--- src/design/esis_pkg.sv ---
// Shared types, constants and helper functions for the epoch shuffle core.
// No dependencies; used by the core and the remainder unit.
package esis_pkg;

  localparam int MAX_ITEMS_DEF = 64;
  localparam int GEN_W         = 32;
  localparam int CFG_W         = 7;
  localparam int OUT_W         = 6;

  localparam logic [GEN_W-1:0] SEED_BASE = 32'd34972;
  localparam logic [GEN_W-1:0] SEED_MULT = 32'h9E37_79B9;
  localparam logic [CFG_W-1:0] ITEM_COUNT_RESET = 7'd64;

  localparam int SH_A = 13;
  localparam int SH_B = 17;
  localparam int SH_C = 5;

  typedef enum logic [3:0] {
    ST_IDLE,
    ST_SEED,
    ST_FILL,
    ST_ADV,
    ST_MOD,
    ST_RD_J,
    ST_WR_HI,
    ST_WR_J,
    ST_EMIT
  } state_t;

  typedef struct packed {
    logic             start;
    logic [GEN_W-1:0] dividend;
  } mod_ctrl_t;

  // one xorshift32 step
  function automatic logic [GEN_W-1:0] advance(input logic [GEN_W-1:0] x);
    logic [GEN_W-1:0] y;
    y = x ^ (x << SH_A);
    y = y ^ (y >> SH_B);
    y = y ^ (y << SH_C);
    return y;
  endfunction

endpackage

--- src/design/esis_ram.sv ---
// Generic single-write, single-read RAM with registered read data.
// No dependencies.
module esis_ram #(
  parameter int WIDTH = 6,
  parameter int DEPTH = 64
) (
  input  logic                     clk,
  input  logic                     we,
  input  logic [$clog2(DEPTH)-1:0] waddr,
  input  logic [WIDTH-1:0]         wdata,
  input  logic                     re,
  input  logic [$clog2(DEPTH)-1:0] raddr,
  output logic [WIDTH-1:0]         rdata
);

  logic [WIDTH-1:0] mem [DEPTH];

  always_ff @(posedge clk) begin
    if (we) begin
      mem[waddr] <= wdata;
    end
    if (re) begin
      rdata <= mem[raddr];
    end
  end

endmodule

--- src/design/esis_mod_unit.sv ---
// Bit-serial remainder unit: dividend mod divisor, one dividend bit per cycle.
// Depends on esis_pkg.
module esis_mod_unit #(
  parameter int CNT_W = 7
) (
  input  logic                clk,
  input  logic                rst,
  input  esis_pkg::mod_ctrl_t ctrl,
  input  logic [CNT_W-1:0]    divisor,
  output logic                done,
  output logic [CNT_W-1:0]    remainder
);

  localparam int BIT_W = $clog2(esis_pkg::GEN_W);

  logic                      busy;
  logic [esis_pkg::GEN_W-1:0] dq;
  logic [BIT_W-1:0]          cnt;
  logic [CNT_W:0]            trial;
  logic [CNT_W-1:0]          remainder_next;

  always_comb begin
    trial = {remainder, dq[esis_pkg::GEN_W-1]};
    if (trial >= {1'b0, divisor}) begin
      remainder_next = CNT_W'(trial - {1'b0, divisor});
    end else begin
      remainder_next = trial[CNT_W-1:0];
    end
  end

  always_ff @(posedge clk) begin
    if (rst) begin
      busy <= 1'b0;
      done <= 1'b0;
      cnt  <= '0;
    end else begin
      done <= 1'b0;
      if (ctrl.start) begin
        dq        <= ctrl.dividend;
        remainder <= '0;
        cnt       <= '0;
        busy      <= 1'b1;
      end else if (busy) begin
        dq        <= dq << 1;
        remainder <= remainder_next;
        cnt       <= cnt + BIT_W'(1);
        if (cnt == BIT_W'(esis_pkg::GEN_W - 1)) begin
          busy <= 1'b0;
          done <= 1'b1;
        end
      end
    end
  end

endmodule

--- src/design/epoch_seeded_index_shuffle_core.sv ---
// Epoch-seeded index shuffle. An accepted epoch seeds xorshift32, the core fills its index
// store with 0..n-1, runs a Fisher-Yates pass from the top entry down, then streams the n
// indices out on consecutive cycles with strobe high, last_of_run on the final one. The
// receiver cannot stall, so results go out back to back. Each swap step runs the
// bit-serial remainder unit, then reads entry j and makes two writes to the index store.
// busy is high from the cycle after start until the last word has been issued.
module epoch_seeded_index_shuffle_core #(
  parameter int MAX_ITEMS = esis_pkg::MAX_ITEMS_DEF
) (
  input  logic                          clk,
  input  logic                          rst,
  input  logic                          start,
  output logic                          busy,
  input  logic [esis_pkg::GEN_W-1:0]    epoch_number,
  input  logic                          cfg_valid,
  output logic                          cfg_ready,
  input  logic [esis_pkg::CFG_W-1:0]    item_count,
  output logic                          strobe,
  output logic [esis_pkg::OUT_W-1:0]    sample_index,
  output logic                          last_of_run
);

  localparam int IDX_W = $clog2(MAX_ITEMS);
  localparam int CNT_W = $clog2(MAX_ITEMS + 1);
  localparam int GW    = esis_pkg::GEN_W;

  esis_pkg::state_t state, state_next;

  logic [esis_pkg::CFG_W-1:0] item_count_q;
  logic [GW-1:0]              ep_q;
  logic [GW-1:0]              gen;
  logic [CNT_W-1:0]           n_q;
  logic [CNT_W-1:0]           k;
  logic [CNT_W-1:0]           i_q;
  logic [IDX_W-1:0]           j_q;
  logic [IDX_W-1:0]           t_q;
  logic                       emit_q;
  logic                       last_q;

  logic [CNT_W-1:0]           cnt_eff;
  logic [CNT_W-1:0]           n_m1;
  logic [CNT_W-1:0]           i_m1;
  logic [GW-1:0]              seed_raw;
  logic [GW-1:0]              seed;
  logic                       k_last;

  logic                       we;
  logic [IDX_W-1:0]           waddr;
  logic [IDX_W-1:0]           wdata;
  logic                       re;
  logic [IDX_W-1:0]           raddr;
  logic [IDX_W-1:0]           rdata;

  esis_pkg::mod_ctrl_t        mod_ctrl;
  logic                       mod_done;
  logic [CNT_W-1:0]           mod_rem;

  assign cnt_eff = (item_count_q > esis_pkg::CFG_W'(MAX_ITEMS)) ?
                   CNT_W'(MAX_ITEMS) : item_count_q[CNT_W-1:0];
  assign n_m1    = n_q - CNT_W'(1);
  assign i_m1    = i_q - CNT_W'(1);
  assign k_last  = (k == n_m1);
  assign seed_raw = esis_pkg::SEED_BASE ^ GW'(ep_q * esis_pkg::SEED_MULT);
  assign seed     = (seed_raw == '0) ? GW'(1) : seed_raw;

  // next state
  always_comb begin
    state_next = state;
    case (state)
      esis_pkg::ST_IDLE:  if (start) state_next = esis_pkg::ST_SEED;
      esis_pkg::ST_SEED: begin
        state_next = (n_q == '0) ? esis_pkg::ST_IDLE : esis_pkg::ST_FILL;
      end
      esis_pkg::ST_FILL: begin
        if (k_last) begin
          state_next = (n_q == CNT_W'(1)) ? esis_pkg::ST_EMIT : esis_pkg::ST_ADV;
        end
      end
      esis_pkg::ST_ADV:   state_next = esis_pkg::ST_MOD;
      esis_pkg::ST_MOD:   if (mod_done) state_next = esis_pkg::ST_RD_J;
      esis_pkg::ST_RD_J:  state_next = esis_pkg::ST_WR_HI;
      esis_pkg::ST_WR_HI: state_next = esis_pkg::ST_WR_J;
      esis_pkg::ST_WR_J: begin
        state_next = (i_q == CNT_W'(2)) ? esis_pkg::ST_EMIT : esis_pkg::ST_ADV;
      end
      esis_pkg::ST_EMIT:  if (k_last) state_next = esis_pkg::ST_IDLE;
      default:            state_next = esis_pkg::ST_IDLE;
    endcase
  end

  // store, remainder unit and handshake controls
  always_comb begin
    we                = 1'b0;
    waddr             = k[IDX_W-1:0];
    wdata             = k[IDX_W-1:0];
    re                = 1'b0;
    raddr             = k[IDX_W-1:0];
    mod_ctrl.start    = 1'b0;
    mod_ctrl.dividend = esis_pkg::advance(gen);
    busy              = (state != esis_pkg::ST_IDLE);
    cfg_ready         = (state == esis_pkg::ST_IDLE);
    case (state)
      esis_pkg::ST_FILL: we = 1'b1;
      esis_pkg::ST_ADV:  mod_ctrl.start = 1'b1;
      esis_pkg::ST_MOD: begin
        re    = mod_done;
        raddr = i_m1[IDX_W-1:0];
      end
      esis_pkg::ST_RD_J: begin
        re    = 1'b1;
        raddr = j_q;
      end
      esis_pkg::ST_WR_HI: begin
        we    = 1'b1;
        waddr = i_m1[IDX_W-1:0];
        wdata = rdata;
      end
      esis_pkg::ST_WR_J: begin
        we    = 1'b1;
        waddr = j_q;
        wdata = t_q;
      end
      esis_pkg::ST_EMIT: re = 1'b1;
      default: ;
    endcase
  end

  always_ff @(posedge clk) begin
    if (rst) begin
      state        <= esis_pkg::ST_IDLE;
      item_count_q <= esis_pkg::ITEM_COUNT_RESET;
      gen          <= GW'(1);
      emit_q       <= 1'b0;
      last_q       <= 1'b0;
    end else begin
      state  <= state_next;
      emit_q <= (state == esis_pkg::ST_EMIT);
      last_q <= (state == esis_pkg::ST_EMIT) && k_last;
      if (cfg_valid && cfg_ready) begin
        item_count_q <= item_count;
      end
      case (state)
        esis_pkg::ST_IDLE: begin
          if (start) begin
            ep_q <= epoch_number + GW'(1);
            n_q  <= cnt_eff;
          end
        end
        esis_pkg::ST_SEED: begin
          if (n_q != '0) gen <= seed;
          k <= '0;
        end
        esis_pkg::ST_FILL: begin
          k <= k + CNT_W'(1);
          if (k_last) begin
            k   <= '0;
            i_q <= n_q;
          end
        end
        esis_pkg::ST_ADV:  gen <= esis_pkg::advance(gen);
        esis_pkg::ST_MOD:  if (mod_done) j_q <= mod_rem[IDX_W-1:0];
        esis_pkg::ST_RD_J: t_q <= rdata;
        esis_pkg::ST_WR_J: i_q <= i_m1;
        esis_pkg::ST_EMIT: k <= k + CNT_W'(1);
        default: ;
      endcase
    end
  end

  esis_ram #(
    .WIDTH(IDX_W),
    .DEPTH(MAX_ITEMS)
  ) u_store (
    .clk  (clk),
    .we   (we),
    .waddr(waddr),
    .wdata(wdata),
    .re   (re),
    .raddr(raddr),
    .rdata(rdata)
  );

  esis_mod_unit #(
    .CNT_W(CNT_W)
  ) u_mod (
    .clk      (clk),
    .rst      (rst),
    .ctrl     (mod_ctrl),
    .divisor  (i_q),
    .done     (mod_done),
    .remainder(mod_rem)
  );

  assign strobe       = emit_q;
  assign last_of_run  = last_q;
  assign sample_index = esis_pkg::OUT_W'(rdata);

endmodule

--- config.mk ---
export PLATFORM = sky130hd
export DESIGN_NAME = epoch_seeded_index_shuffle_core
export DESIGN_NICKNAME = d
export VERILOG_FILES = /design/src/design/esis_pkg.sv /design/src/design/esis_ram.sv /design/src/design/esis_mod_unit.sv /design/src/design/epoch_seeded_index_shuffle_core.sv
export SDC_FILE = /design/constraint.sdc
export NUM_CORES = 2
export LEC_CHECK = 0
export BUFFER_PORTS_ARGS = -buffer_cell sky130_fd_sc_hd__buf_4
export CAP_MARGIN = 40
export CELL_PAD_IN_SITES_DETAIL_PLACEMENT = 1
export CELL_PAD_IN_SITES_GLOBAL_PLACEMENT = 1
export CORE_MARGIN = 2
export CORE_UTILIZATION = 55
export DETAILED_ROUTE_END_ITERATION = 16
export HOLD_SLACK_MARGIN = 0.02
export PLACE_DENSITY = 0.82
export SYNTH_ARGS = -nofsm -noshare
export SYNTH_HDL_FRONTEND = slang
export SYNTH_SLANG_ARGS = --single-unit
--- constraint.sdc ---
create_clock -name clk -period 18.9 [get_ports clk]
set_clock_uncertainty 0.15 [all_clocks]
set_input_delay 0.945 -clock clk [delete_from_list [all_inputs] [get_ports clk]]
set_output_delay 0.945 -clock clk [all_outputs]
set_load 0.01 [all_outputs]
Word level (Yosys, flattened, before mapping)

Memories as Yosys holds them, arrays and structs flattened. A register that Yosys moved wholly into a read port is not among the register bits.
Cells that the tools add are included.

Muxes and demuxes: 31
Order comparisons: 2
Equal/unequal tests: 17
Bitwise operators: 6
Reduce and logical (&&, ||, !) cells: 23
Add/sub/neg operators: 6
$mul: 1

Operators with widths:

| cell                                                 | count |
|---|---|
| two-way mux 32 bit                                   | 4 |
| case mux 32 bit (2 select lines)                     | 1 |
| bitwise XOR 32 bit                                   | 2 |
| case mux 4 bit (9 select lines)                      | 1 |
| case mux 6 bit (2 select lines)                      | 3 |
| adder 32 x 1 -> 32 bit (second input constant)       | 1 |
| logical NOT 32 bit                                   | 1 |
| multiplier 32 x 32 -> 32 bit (second input constant) | 1 |
| bitwise XOR 32 x 15 -> 32 bit                        | 1 |
| two-way mux 7 bit                                    | 4 |
| two-way mux 4 bit                                    | 6 |
| case mux 7 bit (3 select lines)                      | 1 |
| equality test 4 x 3 -> 1 bit (second input constant) | 4 |
| case mux 7 bit (2 select lines)                      | 1 |
| subtractor 7 x 1 -> 7 bit (second input constant)    | 2 |
| AND reduction 3 bit                                  | 3 |
| equality test 4 x 2 -> 1 bit (second input constant) | 2 |
| greater-or-equal comparator 8 x 7 -> 1 bit           | 1 |
| two-way mux 1 bit                                    | 8 |
| != test 2 bit (second input constant)                | 4 |
| AND reduction 2 bit                                  | 4 |
| adder 7 x 1 -> 7 bit (second input constant)         | 1 |
| equality test 7 x 1 -> 1 bit (second input constant) | 1 |
| equality test 7 x 2 -> 1 bit (second input constant) | 1 |
| 22 further kinds                                     | 28 |

Bits in registers: 156
Memories kept: 1
Output and inout port bits: 10
Input bits: 43
Memory bits (writable): 384
Word-level logic and storage cells: 103

Memories:

| memory      | depth | bits a word | rd ports | clocked after memory_dff | write ports | line           | RTL |
|---|---|---|---|---|---|---|---|
| u_store.mem | 64    | 6           | 1        | 1                        | 1           | esis_ram.sv:16 | `logic [WIDTH-1:0] mem [DEPTH];` |

Longest topological paths before layout

Depth after elaboration: 6
Mapped depth: 27
Mapped depth without buffers: 26

Hierarchy

Synthesis repeated with hierarchy kept, for this count alone.

Cells, all modules: 2512
Area, all modules: 33477.1 um^2

By module, submodules not included:

| module                          | instances | sequential area each (um^2) | area an instance (um^2) | cells an instance |
|---|---|---|---|---|
| epoch_seeded_index_shuffle_core | 1         | 2852.7                      | 15813.9                 | 1615 |
| esis_ram                        | 1         | 11711.2                     | 15285.9                 | 720 |
| esis_mod_unit                   | 1         | 1311.3                      | 2377.3                  | 177 |

Least setup slack after synthesis

No wires, ideal clock.

Path kind: register to register
Start: register ep_q[6]
End: register gen[1]
Stages on the path, launching flop included: 27
Clock period less this slack: 7.455 ns
Slack: 11.445 ns
Data required time: 18.625 ns
Library setup time: 0.125 ns
Arrival: 7.180 ns
Path buffers: 0
Path through: edfxtp_1 > inv_1 > fa_1 > inv_1 > fa_1 > fa_1 > inv_1 > fa_1 > inv_1 > fa_1 > inv_1 > fa_1 > inv_1 > fa_1 > inv_1 > fa_1 > inv_1 > ha_1 > nand3_1 > nor3_1 > nand3_2 > and2_4 > o311a_1 > or4_1 > nor3_1 > nand4b_1 > o41a_1

Cells in the longest elaborated chain, start to end: 6

Ends and longest elaborated chain:

| item                               | line                                   | RTL |
|---|---|---|
| start: declaration                 | epoch_seeded_index_shuffle_core.sv:30  | `logic [GW-1:0] ep_q;` |
| start signal: assignment           | epoch_seeded_index_shuffle_core.sv:145 | `ep_q <= epoch_number + GW'(1);` |
| multiplier 32 x 32 -> 32 bit *     | epoch_seeded_index_shuffle_core.sv:63  | `assign seed_raw = esis_pkg::SEED_BASE ^ GW'(ep_q * esis_pkg::SEED_MULT);` |
| inverter 6 bit (no line)           | -                                      |  |
| logical NOT 32 bit *               | epoch_seeded_index_shuffle_core.sv:64  | `assign seed = (seed_raw == '0) ? GW'(1) : seed_raw;` |
| two-way mux 32 bit *               | epoch_seeded_index_shuffle_core.sv:64  |  |
| two-way mux 32 bit *               | epoch_seeded_index_shuffle_core.sv:150 | `if (n_q != '0) gen <= seed;` |
| case mux 32 bit (2 select lines) * | epoch_seeded_index_shuffle_core.sv:142 | `case (state)` |
| end signal: assignment             | epoch_seeded_index_shuffle_core.sv:160 | `esis_pkg::ST_ADV: gen <= esis_pkg::advance(gen);` |
| end: declaration                   | epoch_seeded_index_shuffle_core.sv:31  | `logic [GW-1:0] gen;` |

Every way passes the cells marked *; elsewhere a longest branch is shown, timed or not. The select of a mux whose other input is x is not followed.
A chain may end at the register's enable or synchronous reset.

Worst setup path after layout

Start: register ep_q[5]
End: register gen[1]

The elaborated chain is that of the path after synthesis.

==> flow_metrics.tcl <==
set metrics [dict create \
    status "complete, no violations" \
    yosysWarnings 0 \
    finalSetupTns_ns 0 \
    final-setup-viol-count 0 \
    dieArea_um2 62400 \
    dr_total_vias 21000 \
    final_hold_viol_count 0 \
    area_growth_syn_to_layout_pct 9.80 \
    cts_resized 0 \
    drtIter0Drc 1562 \
    cap_violations 0 \
    syn_avg_cell_area_um2 13.0 \
    postSynthRegisterBits 546 \
    clk_pin_slew_worst_paths_ns 0.06 \
    syn_nets 3056 \
    final-max-slew-violation-count 0 \
    start_util_pct 55.4 \
    grt.overflow.total 0 \
    die_y_um 250 \
    synthArstFlopShare_pct 0 \
    drt-vias-per-instance 6.09 \
    synth_cell_types 82 \
    synth_top_area_share_pct 44.6 \
    post-route-period-util_pct 43.1 \
    diodes 0 \
    drive_gt1_share_pct 11.0 \
    worst_slew_pin_slew_ns 0.959 \
    hp-class "reg2reg" \
    wl_met1_um 35900 \
    grt_max_degree 69 \
    die_w_um 250 \
    io_buffers 52 \
    cp-start-kind "register" \
    grtUsageTotal_pct 30.6 \
    crit_fanout 8 \
    cts_tree "yes" \
    gp_routability_congestion 0.954 \
    root_buffer "clkbuf_16" \
    clockBufferDepth 3 \
    route.detailed.drc 0 \
    core_area_um2 60000 \
    post_cts_buffers 0 \
    rows 90 \
    dpl.hpwl_um 67400 \
    ant_nets 0 \
    ys.flop_type "edfxtp_1" \
    grt_pass1_wl_um 144000 \
    cp.arrival_ns 8.51 \
    path_class "reg2reg" \
    synth_edf_count 494 \
    dr.pass1.iters 5 \
    cts_inserted_buffers 57 \
    cts_hold_buf 0 \
    rsz0062_at_grt "false" \
    synthCells 2564 \
    clock_latency_ns 0.65 \
    ios 53 \
    cp_data_required_time_ns 19.27 \
    layout_min_cycle_time_ns 8.14 \
    critPathCaptureType "register" \
    met2_length_um 46900 \
    synth_top_area_cell "edfxtp_1" \
    grt_pass1_vias 23500 \
    slew_headroom_pct 35.8 \
    drt_wl_total_um 91900 \
    wl_met3_um 4950 \
    synthTopCellsByArea "edfxtp_1 (45%), fa_1 (14%), ha_1 (8.2%), mux4_2 (6.5%), inv_1 (3.7%)" \
    h-tree-depth 2 \
    wl_per_cell_um 26.7 \
    highest_layer "met4" \
    seq_area_frac_synth_pct 47.7 \
    antenna_found_initial 0 \
    nets 3107 \
    syn_area_um2 33200 \
    clkSinkCount 546 \
    clock.fmax_ghz 0.123 \
]
-- area by class of cell --
| cell class | count | area [um2] |
|---|---|---|
| clock inverter | 33 | 393 |
| timing repair buffer | 78 | 638 |
| tap | 782 | 978 |
| fill | 5755 | 23500 |
| multi-input combinational | 1600 | 15900 |
| sequential | 546 | 15900 |
| clock buffer | 74 | 1490 |
| inverter | 332 | 1250 |
-- cells in the mapped netlist, drive strengths merged (21+ instances only) --
cell,number
edfxtp,494
inv,330
fa,230
ha,219
nand2,210
nor2,199
xnor2,129
mux4,96
clkbuf,68
o21ai,61
dfxtp,52
xor2,50
a21oi,47
a211oi,35
nand3,34
a31oi,31
mux2i,31
and2,29
and3,21
-- worst max-delay path: stages (launching register included) --
cell,delay [ns]
edfxtp_1,0.59
inv_1,0.21
fa_1,0.54
inv_1,0.05
fa_1,0.37
fa_1,0.49
inv_1,0.05
fa_1,0.48
inv_1,0.05
fa_1,0.51
inv_1,0.06
fa_1,0.54
inv_1,0.05
fa_1,0.47
inv_1,0.05
fa_1,0.48
inv_1,0.04
ha_1,0.40
nand3_1,0.22
nor3_1,0.24
nand3_2,0.18
and2_4,0.22
o311a_1,0.35
or4_1,0.51
nor3_1,0.21
nand4b_1,0.17
o41a_1,0.39
-- metrics by stage --
step                      cells  util, %  cell area, um2  hold slack, ns  setup WS [ns]
final                      3445     60.8           36500           0.308          10.76
after global placement     3332     57.5           34500           0.302          10.97
after CTS                  3444     60.8           36500           0.310          10.74
after floorplan            2564        -           33200           0.282          11.45
after global routing       3445     60.8           36500           0.332          10.28
after detailed placement   3337     57.7           34600           0.303          10.70
-- layout by cell type, fill, tap and decap left out, types with 52 or more instances in the layout --
master and count:
fa_1 230, inv_1 330, ha_1 219, nand2_1 208, buf_4 72, mux4_2 96, clkbuf_16 57, nor2_1 198
dfxtp_1 52, o21ai_0 53, xnor2_1 129, edfxtp_1 494
-- worst paths after layout --
kind / start / to / slack (ns) / depth (start not counted)
worst max-delay path: ep_q[5] / gen[1] / 10.76 / 26
worst min-delay path: item_count_q[2] / item_count_q[2] / 0.31 / 2
worst max register to register: ep_q[5] / gen[1] / 10.76 / 26
worst min register to register: item_count_q[2] / item_count_q[2] / 0.31 / 2
-- sequential cells by signal, summed over array words and instances (netlist names), 7 cells and up --
| name | cells |
|---|---|
| i_q | 7 |
| n_q | 7 |
| u_mod.dq | 32 |
| k | 7 |
| u_store.mem | 384 |
| gen | 32 |
| u_mod.remainder | 7 |
| ep_q | 32 |
| item_count_q | 7 |
-- metal layers --
layer / vias to the layer above / global-route usage (%)
li1: 9094 / -
met2: 793 / 53.2
met5: - / 0
met1: 10900 / 39.0
met3: 230 / 4.01
met4: 0 / 12.8
-- cell families after synthesis --
group	Yosys count	share of synthesized area, %
fa+ha+maj	449	22.1
buf+inv	418	4.87
simple gates	583	7.91
xor+xnor	179	4.72
flops	546	47.7
compound gates	261	5.20
mux	128	7.47
Power is not shown: default switching activity piles up to over one toggle a cycle in this logic, so the estimate is an artifact.
